<file path="config.mk">
export PLATFORM = sky130hd
export DESIGN_NAME = dmks_ctrl
export DESIGN_NICKNAME = d
export VERILOG_FILES = /design/src/sv/dmks_pkg.sv /design/src/sv/dmks_ctrl.sv
export SDC_FILE = /design/constraint.sdc
export NUM_CORES = 1
export LEC_CHECK = 0
export BUFFER_PORTS_ARGS = -buffer_cell sky130_fd_sc_hd__buf_2
export CAP_MARGIN = 10
export CORE_UTILIZATION = 40
export DETAILED_ROUTE_END_ITERATION = 6
export PLACE_DENSITY = 0.66
export SYNTH_ARGS = -nofsm -noshare
export SYNTH_HDL_FRONTEND = slang
export SYNTH_SLANG_ARGS = --single-unit
</file>
<file path="constraint.sdc">
create_clock -name clk -period 3.1 [get_ports clk]
set_input_delay 0.31 -clock clk [delete_from_list [all_inputs] [get_ports clk]]
set_output_delay 0.31 -clock clk [all_outputs]
set_load 0.05 [all_outputs]
</file>
<file path="src/sv/dmks_pkg.sv">
// shared types and constants of the density matrix kraus step unit
// no dependencies
package dmks_pkg;

  localparam int REG_COUNT = 8;
  localparam int ADDR_W = 6;
  localparam int FRAC_BITS = 30;
  localparam int EXP_BIAS = 28;

  localparam logic [2:0] REG_NOJUMP_M00 = 3'd0;
  localparam logic [2:0] REG_NOJUMP_M11 = 3'd3;
  localparam logic [2:0] REG_JUMP_M00 = 3'd4;

  localparam logic [63:0] OP_ONE = 64'h0000_0001_0000_0000;
  localparam logic signed [31:0] Q30_ONE = 32'sh4000_0000;

  typedef logic [REG_COUNT-1:0][63:0] op_bank_t;

  typedef struct packed {
    logic       start;
    logic       mac;
    logic       norm;
    logic       lz;
    logic       shift;
    logic       capture;
    logic       pass;
    logic [2:0] idx;
    logic [2:0] lz_step;
  } cmd_t;

  typedef struct packed {
    logic out_free;
  } stat_t;

endpackage

</file>
<file path="src/sv/dmks_ctrl.sv">
// sequencer for the two matrix products, renormalization and result hand-off
// depends on dmks_pkg
module dmks_ctrl (
  input  logic           clk,
  input  logic           rst,
  input  logic           in_valid,
  output logic           in_stall,
  input  dmks_pkg::stat_t stat,
  output dmks_pkg::cmd_t  cmd
);
  import dmks_pkg::*;

  typedef enum logic [2:0] {S_IDLE, S_MAC, S_NORM, S_LZ, S_SHIFT, S_OUT} state_t;

  state_t     state;
  logic [2:0] idx;
  logic [2:0] lzs;
  logic       pass;

  assign in_stall = (state != S_IDLE);

  always_comb begin
    cmd = '0;
    cmd.start   = (state == S_IDLE) && in_valid;
    cmd.mac     = (state == S_MAC);
    cmd.norm    = (state == S_NORM);
    cmd.lz      = (state == S_LZ);
    cmd.shift   = (state == S_SHIFT);
    cmd.capture = (state == S_OUT) && stat.out_free;
    cmd.pass    = pass;
    cmd.idx     = idx;
    cmd.lz_step = lzs;
  end

  always_ff @(posedge clk) begin
    if (rst) begin
      state <= S_IDLE;
      idx   <= '0;
      lzs   <= '0;
      pass  <= 1'b0;
    end else begin
      case (state)
        S_IDLE: begin
          if (in_valid) begin
            state <= S_MAC;
            idx   <= '0;
            pass  <= 1'b0;
          end
        end
        S_MAC: begin
          idx <= idx + 3'd1;
          if (idx == 3'd7) state <= S_NORM;
        end
        S_NORM: begin
          lzs   <= '0;
          state <= S_LZ;
        end
        S_LZ: begin
          lzs <= lzs + 3'd1;
          if (lzs == 3'd5) state <= S_SHIFT;
        end
        S_SHIFT: begin
          idx <= '0;
          if (!pass) begin
            pass  <= 1'b1;
            state <= S_MAC;
          end else begin
            state <= S_OUT;
          end
        end
        S_OUT: begin
          if (stat.out_free) state <= S_IDLE;
        end
        default: state <= S_IDLE;
      endcase
    end
  end

endmodule

</file>
==> flow_summary.toml, run 1 <==
[clock_network]
clockBufferDepth = 2
clock_latency_ns = 0.26
path_clk_slew_ns = 0.06
cts_tree = "built"
cts_buffers = 3
ctsRootBufferMaster = "clkbuf_4"
clock-sinks = 10
cts-hold-fix-buffers = 0
cts_setup_buffers = 0
htree_levels = 1
ctsResizeCount = 0

[drt]
drt_iter0_markers = 6
routed_via_density = 5.38
vias = 570
drt-wirelength-per-cell_um = 11.2
firstDrtPassIters = 4
drc = 0
routed_wl_um = 1180
drtAntennaViolNets = 0

[place]
port_buffers = 17
placed_cells = 103
dpl.hpwl_um = 820
routabilityCongestion = 0.709
dp_slack_ns = 1.49

[status]
status = "finished clean"

[floorplanning]
die_area_sq_um = 1800
start_util_pct = 42.9
die_h_um = 42.4
coreArea_sq_um = 1520
die_x_um = 42.4
ioPinCount = 18
row_count = 14

[synthesis]
ys_types = 30
synthArstFlopShare_pct = 0
ys_seq_area_share_pct = 30.7
syn_nets = 84
synth_top_area_share_pct = 30.7
synth_edf_count = 0
syn_area_sq_um = 653
yosys-top-cells-area = "dfxtp_1, ha_1, nor3b_2, a21oi_1, buf_6"
synthCells = 76
postSynthAreaPerCell_sq_um = 8.59
synth_seq_cells = 10
synth_flop_cell = "dfxtp_1"
synth_top_area_cell = "dfxtp_1"
synth_warnings = 0

[worst_setup_path]
endpoint_kind = "primary output"
ff2ff_setup_slack_ns = 1.56
r2r-start = "idx[0]"
worst_path_largest_cell_delay_ns = 0.67
r2r_cells = 5
startpoint_type = "register"
crit_path_max_fanout = 18
r2r-end = "state[2]"
cp.arrival_ns = 1.61
critPathRequiredTime_ns = 2.79
critPathKind = "register to primary output"
crit_chain = "nand2b_1, nor2_1, buf_2"
crit_slowest_cell = "dfxtp_1"

[global_route]
grt_remaining_overflow = 0
grt_pass1_vias = 439
grt_usage_pct = 14.5
grt_max_degree = 19
antenna_found_initial = 0
grt_pass1_wl_um = 1970

[cells_and_area]
fillers = 171
layout.cells.non_filler = 106
antenna_cells = 0
syn_to_final_growth_pct = 11.5
drive_gt1_share_pct = 28.9
nNetsFinal = 100

[sta]
post-route-period-util_pct = 61.8
setup_viol = 0
tightest_slew_ns = 0.557
setup_slack_ns = 1.18
slew_viol_final = 0
finalSetupTns_ns = 0
timing.slew.headroom_pct = 62.8
fmax_ghz = 0.522
hold_viol = 0
finalClockSkew_ns = 0.00109
rsz0062_at_grt = "no"
fin_crit_ns = 1.92

[min_path]
holdPathStages = 2
hold-path-endpoint = "lzs[0]"
min_from = "rst"
hold_path_class = "primary input to register"

[power]
ir_drop_mv = 0.190
pwr_density_cell_nw_per_um2 = 369
leakage_nw = 0.336

[job]
cap_violations = 0
## layer usage
layer | global-route usage, % | part of all wire (%) | wire, um
met5 | 0 | 0 | 0
met4 | 9.38 | 1.0 | 12
met3 | 3.88 | 4.8 | 57
met2 | 18.2 | 41 | 482
met1 | 21.1 | 53 | 629
## worst max-delay path by stage
stage	cells past startpoint	end	startpoint	slack, ns
finish	3	cmd[9]	state[1]	1.18
global route	3	cmd[9]	state[1]	1.04
CTS	3	cmd[9]	state[1]	1.19
detailed placement	3	cmd[9]	state[1]	1.49
global placement	3	cmd[9]	state[1]	1.53
floorplan	4	cmd[12]	state[1]	0.94
## synthesized netlist by cell type (3+ instances only)
cell type	count
ha_1	4
buf_6	3
dfxtp_1	10
o21ai_1	4
or3_1	3
inv_1	3
nand2_1	7
a21oi_1	7
nor2_1	5
nor3_1	3
nor3b_2	3
## registers in the layout, summed over array words and instances (netlist names)
signal	count
idx	3
state	3
pass	1
lzs	3
## cells in the final DEF (no fill, tap or decap), types with 2 or more instances in the layout
cell type  count
a211oi_1       2
nand2_1        7
buf_2         17
nand3_1        2
a21oi_1        7
nor3b_2        3
nor2_1         5
nand2b_1       2
nor3_1         3
o21ai_1        4
nor2b_1        2
or3_1          3
ha_1           4
inv_1          3
dfxtp_1       10
clkbuf_4       3
## critical path: cells and delay by family (launching register included)
family / cells / cell delay (ns)
buf+inv: 1 / 0.27
simple gates: 2 / 0.40
flops: 1 / 0.67
## layout make-up
class | count | area (sq um) | area share (%)
flip-flops and latches | 10 | 200 | 27.5
inverters | 4 | 15.0 | 2.06
clock buffers | 3 | 22.5 | 3.09
well taps | 16 | 20.0 | 2.75
multi-input cells | 56 | 385 | 52.9
repair buffers | 17 | 85.1 | 11.7
## kinds of logic (layout without fill, tap and decap cells)
family,Yosys count,count (layout),share of synthesized area [%]
compound gates,20,20,21.5
fa+ha+maj,4,4,7.66
buf+inv,10,24,10.3
flops,10,10,30.7
simple gates,32,32,29.9
## metrics by stage
stage	hold WS [ns]	area [sq um]	total power [mW]	utilization (%)
final	0.358	728	0.269	47.8
after global routing	0.369	728	0.284	47.8
after CTS	0.353	728	0.275	47.8
after detailed placement	0.477	706	0.185	46.3
after global placement	0.477	706	0.185	46.3
after floorplan	0.476	653	0.176	-
## where the power goes
part	leakage, nW	internal, mW	total (mW)	switching (mW)
Clock	0.0138	0.0448	0.0866	0.0419
Sequential	0.0811	0.131	0.137	0.00585
Combinational	0.241	0.0131	0.0446	0.0315
Total	0.336	0.189	0.269	0.0793
Power figures use the tool's default switching activity.
==> run 2: changes to the inputs <==
--- a/config.mk
+++ b/config.mk
@@ -9,7 +9,7 @@
 export CAP_MARGIN = 10
 export CORE_UTILIZATION = 40
 export DETAILED_ROUTE_END_ITERATION = 6
-export PLACE_DENSITY = 0.66
+export PLACE_DENSITY = 0.68
 export SYNTH_ARGS = -nofsm -noshare
 export SYNTH_HDL_FRONTEND = slang
 export SYNTH_SLANG_ARGS = --single-unit
==> constraint.sdc (replaced) <==
create_clock -name clk -period 1.7 [get_ports clk]
set_input_delay 0.17 -clock clk [delete_from_list [all_inputs] [get_ports clk]]
set_output_delay 0.17 -clock clk [all_outputs]
set_load 0.05 [all_outputs]
==> run 2 against run 1 <==
  * Sequential cell count unchanged
  * Die area unchanged
  * First-iteration DRC count decreased by 67%
  * Sequential power increased by 84%
  * Non-clock buffer count increased by 1
  * Clock power increased by 78%
  * Total power increased by 82%
  * Highest routed layer is now met3
  * Register-to-register slack got worse by 1.4 ns
  * Via count increased by 1.2%
  * Largest cell class unchanged
==> flow_summary.toml, run 2 (synthesis gave the netlist of run 1 again) <==
[status]
status = "finished clean"

[drt]
routed_wl_um = 1270
firstDrtPassIters = 3
drtAntennaViolNets = 0
routed_via_density = 5.39
drt-wirelength-per-cell_um = 11.9
drt_iter0_markers = 2
vias = 577
drc = 0

[floorplanning]
row_count = 14
start_util_pct = 42.9
coreArea_sq_um = 1520
die_h_um = 42.4
ioPinCount = 18
die_x_um = 42.4
die_area_sq_um = 1800

[cells_and_area]
mostFrequentLayoutCells = "buf_2, nand2_1, a21oi_1, dfxtp_1"
final_common_cell = "buf_2"
fillers = 147
drive_gt1_share_pct = 36.3
syn_to_final_growth_pct = 14.6
top_regs = "idx: 3 flops, lzs: 3 flops, state: 3 flops"
postLayoutCellArea_sq_um = 748
regArea_sq_um = 205
layout.cells.non_filler = 107
multi_input_area_sq_um = 393
fin_util_pct = 49.1
antenna_cells = 0
nNetsFinal = 101

[global_route]
grt_pass1_vias = 484
grt_pass1_wl_um = 2090
grt_max_degree = 15
grt_remaining_overflow = 0
antenna_found_initial = 0
grt_usage_pct = 15.5

[worst_setup_path]
crit_buf_inv = 2
crit_chain = "buf_4, nor3b_2, buf_2"
endpoint_kind = "primary output"
cp_top_family = "buffers and inverters"
crit_slowest_cell = "dfxtp_2"
worst_path_largest_cell_delay_ns = 0.39
critPathRequiredTime_ns = 1.53
critPathKind = "register to primary output"
startpoint_type = "register"
crit_path_max_fanout = 14
cp.arrival_ns = 1.42
path_depth = 3
r2r_cells = 5

[sta]
fin_crit_ns = 1.59
tightest_slew_ns = 0.408
setup_viol = 0
setup_slack_ns = 0.113
hold_viol = 0
rsz0062_at_grt = "no"
whs_ns = 0.216
timing.slew.headroom_pct = 72.7
post-route-period-util_pct = 93.4
finalSetupTns_ns = 0
finalClockSkew_ns = 0.00809
fmax_ghz = 0.630
slew_viol_final = 0

[clock_network]
cts_tree = "built"
htree_levels = 1
cts_buffers = 3
clockBufferDepth = 2
clock_latency_ns = 0.26
ctsRootBufferMaster = "clkbuf_4"
path_clk_slew_ns = 0.06
clock-sinks = 10
cts-hold-fix-buffers = 0

[place]
routabilityCongestion = 0.723
dpl.hpwl_um = 895
placed_cells = 104
dpl_cell_area_sq_um = 722
dp_slack_ns = 0.186
port_buffers = 17

[power]
power_mw = 0.489
leakage_nw = 0.343
ir_drop_mv = 0.455
pwr_density_cell_nw_per_um2 = 654

[min_path]
holdPathStages = 2
hold_path_class = "primary input to register"

[job]
cap_violations = 0
[run 2: cell types whose count changed in the layout (fill, tap and decap cells not counted), sizes merged]
| cell | delta |
|---|---|
| buf | +1 |
[run 2: layout make-up]
cell class	count	area share (%)
flip-flops and latches	10	27.4
multi-input cells	56	52.5
repair buffers	18	12.4
inverters	4	2.01
well taps	16	2.68
clock buffers	3	3.01
[run 2: routing by layer]
metal / GRT usage, % / up-vias / routed length (um)
met5: 0 / - / 0
met4: 1.88 / 0 / 0
met3: 7.76 / 0 / 75
met2: 24.0 / 16 / 583
met1: 19.8 / 259 / 611
li1: - / 302 / -
[run 2: worst paths after layout]
kind / startpoint / end / slack [ns]
worst min register to register: idx[0] / idx[0] / 0.46
worst max register to register: idx[0] / state[2] / 0.18
worst max-delay path: state[1] / cmd[11] / 0.11
worst min-delay path: rst / state[2] / 0.22
[run 2: power breakdown]
part / switching [mW] / total, mW / internal (mW)
registers: 0.0111 / 0.252 / 0.241
logic: 0.0587 / 0.0831 / 0.0244
clock network: 0.0728 / 0.154 / 0.0813
total: 0.143 / 0.489 / 0.347
[run 2: repair_timing]
item,4_1_cts,5_1_grt
hold endpoints to repair,0,0
setup endpoints to repair,2,4
resized for setup,2,1
setup buffers,0,0
==> run 3: changes to the inputs <==
--- a/config.mk
+++ b/config.mk
@@ -7,9 +7,12 @@
 export LEC_CHECK = 0
 export BUFFER_PORTS_ARGS = -buffer_cell sky130_fd_sc_hd__buf_2
 export CAP_MARGIN = 10
+export CORE_MARGIN = 5
 export CORE_UTILIZATION = 40
 export DETAILED_ROUTE_END_ITERATION = 6
+export HOLD_SLACK_MARGIN = 0.06
 export PLACE_DENSITY = 0.68
+export RECOVER_POWER = 100
 export SYNTH_ARGS = -nofsm -noshare
 export SYNTH_HDL_FRONTEND = slang
 export SYNTH_SLANG_ARGS = --single-unit
==> run 3 against run 2 <==
  * Via count increased by 1.2%
  * Register-to-register slack about the same
  * Final cell count unchanged
  * Critical path type unchanged
  * Critical endpoint is now cmd[12]
  * Highest routed layer is now met4
==> flow_summary.toml, run 3 (synthesis gave the netlist of run 1 again) <==
[clock_network]
clock-sinks = 10
htree_levels = 1
cts_tree = "built"
clockBufferDepth = 2
clock_latency_ns = 0.26
cts-hold-fix-buffers = 0
cts_buffers = 3
ctsRootBufferMaster = "clkbuf_4"
path_clk_slew_ns = 0.06
cts_setup_buffers = 0

[cells_and_area]
regArea_sq_um = 204
fillers = 161
top_regs = "idx: 3 flops, lzs: 3 flops, state: 3 flops"
fin_util_pct = 48.4
antenna_cells = 0
syn_to_final_growth_pct = 13.0
multi_input_area_sq_um = 393
drive_gt1_share_pct = 27.5
nNetsFinal = 101
mostFrequentLayoutCells = "nand2_1, a21oi_1, dfxtp_1, clkbuf_1, clkbuf_2"

[global_route]
grt_pass1_vias = 534
grt_max_degree = 15
grt_remaining_overflow = 0
grt_usage_pct = 11.1
antenna_found_initial = 0
grt_pass1_wl_um = 2260

[drt]
routed_wl_um = 1320
drc = 0
drt_iter0_markers = 18
drtAntennaViolNets = 0
firstDrtPassIters = 4
drt-wirelength-per-cell_um = 12.4
vias = 584
routed_via_density = 5.46

[floorplanning]
ioPinCount = 18
die_h_um = 50.4
die_x_um = 50.4
die_area_sq_um = 2540
row_count = 14
coreArea_sq_um = 1520
start_util_pct = 42.9

[sta]
slew_viol_final = 0
finalClockSkew_ns = 0.00519
hold_viol = 0
setup_viol = 0
timing.slew.headroom_pct = 60.5
setup_slack_ns = 0.115
fmax_ghz = 0.631
post-route-period-util_pct = 93.2
tightest_slew_ns = 0.595
rsz0062_at_grt = "no"
fin_crit_ns = 1.59

[power]
leakage_nw = 0.308
ir_drop_mv = 0.359
pwr_density_cell_nw_per_um2 = 667
power_mw = 0.493

[min_path]
hold_path_class = "primary input to register"

[status]
status = "finished clean"

[worst_setup_path]
cp_top_family = "simple AND/OR/NAND/NOR gates"
critPathKind = "register to primary output"
crit_chain = "or3_1, nor2_2, buf_2"
cp.arrival_ns = 1.42
worst_path_largest_cell_delay_ns = 0.42
crit_slowest_cell = "or3_1"
critPathRequiredTime_ns = 1.53
endpoint_kind = "primary output"
startpoint_type = "register"
crit_buf_inv = 1
crit_path_max_fanout = 14

[place]
dpl.hpwl_um = 956
port_buffers = 17
routabilityCongestion = 0.772
dp_slack_ns = 0.183

[job]
cap_violations = 0
## run 3: cell count changes in the layout (fill, tap and decap cells not counted)
cell / change
o21ai_1: -1
dfxtp_1: +1
o21ai_0: +1
buf_2: -13
clkbuf_2: +6
dfxtp_2: -1
clkbuf_1: +7
## run 3: layout make-up
cell class | count | area share [%]
Clock buffer | 3 | 3.05
Inverter | 4 | 2.03
Multi-Input combinational cell | 56 | 53.2
Sequential cell | 10 | 27.6
Tap cell | 16 | 2.71
Timing Repair Buffer | 18 | 11.4
## run 3: report_power, final
group	internal [mW]	switching [mW]
combinational	0.0232	0.0591
sequential	0.240	0.0107
clock	0.0817	0.0777
total	0.345	0.148
## run 3: path summary, 6_finish.rpt
path,from,to,slack (ns),cells past startpoint
worst max-delay path,state[0],cmd[12],0.11,3
worst min-delay path,rst,pass,0.21,2
worst max register to register,idx[0],state[2],0.17,5
worst min register to register,lzs[1],lzs[1],0.49,2
## run 3: worst register-to-register path: stages (launching register included)
cell and delay (ns):
dfxtp_1 0.33, ha_1 0.21, ha_1 0.18, and2_1 0.15, a2111oi_1 0.42, a2111oi_2 0.10
## run 3: layer usage
layer / global-route usage [%] / routed length [um] / part of all wire (%) / up-vias
li1: - / - / - / 300
met1: 14.2 / 581 / 44 / 260
met2: 16.7 / 598 / 45 / 22
met3: 4.73 / 132 / 10 / 2
met4: 3.40 / 11 / 0.83 / 0
met5: 0 / 0 / 0 / -
## run 3: repair_timing
action / 4_1_cts / 5_1_grt
pin swaps: 0 / 0
gates resized for setup: 2 / 1
hold endpoints to repair: 0 / 0
setup endpoints to repair: 3 / 5
## run 3: per-stage QoR
stage | hold slack, ns | setup TNS [ns] | area, sq um | cells
after floorplan | 0.380 | -0.0942 | 662 | 76
after global placement | 0.437 | 0 | 722 | 104
after detailed placement | 0.448 | 0 | 722 | 104
after CTS | 0.212 | 0 | 747 | 107
after global routing | 0.215 | 0 | 738 | 107
final | 0.211 | 0 | 738 | 107
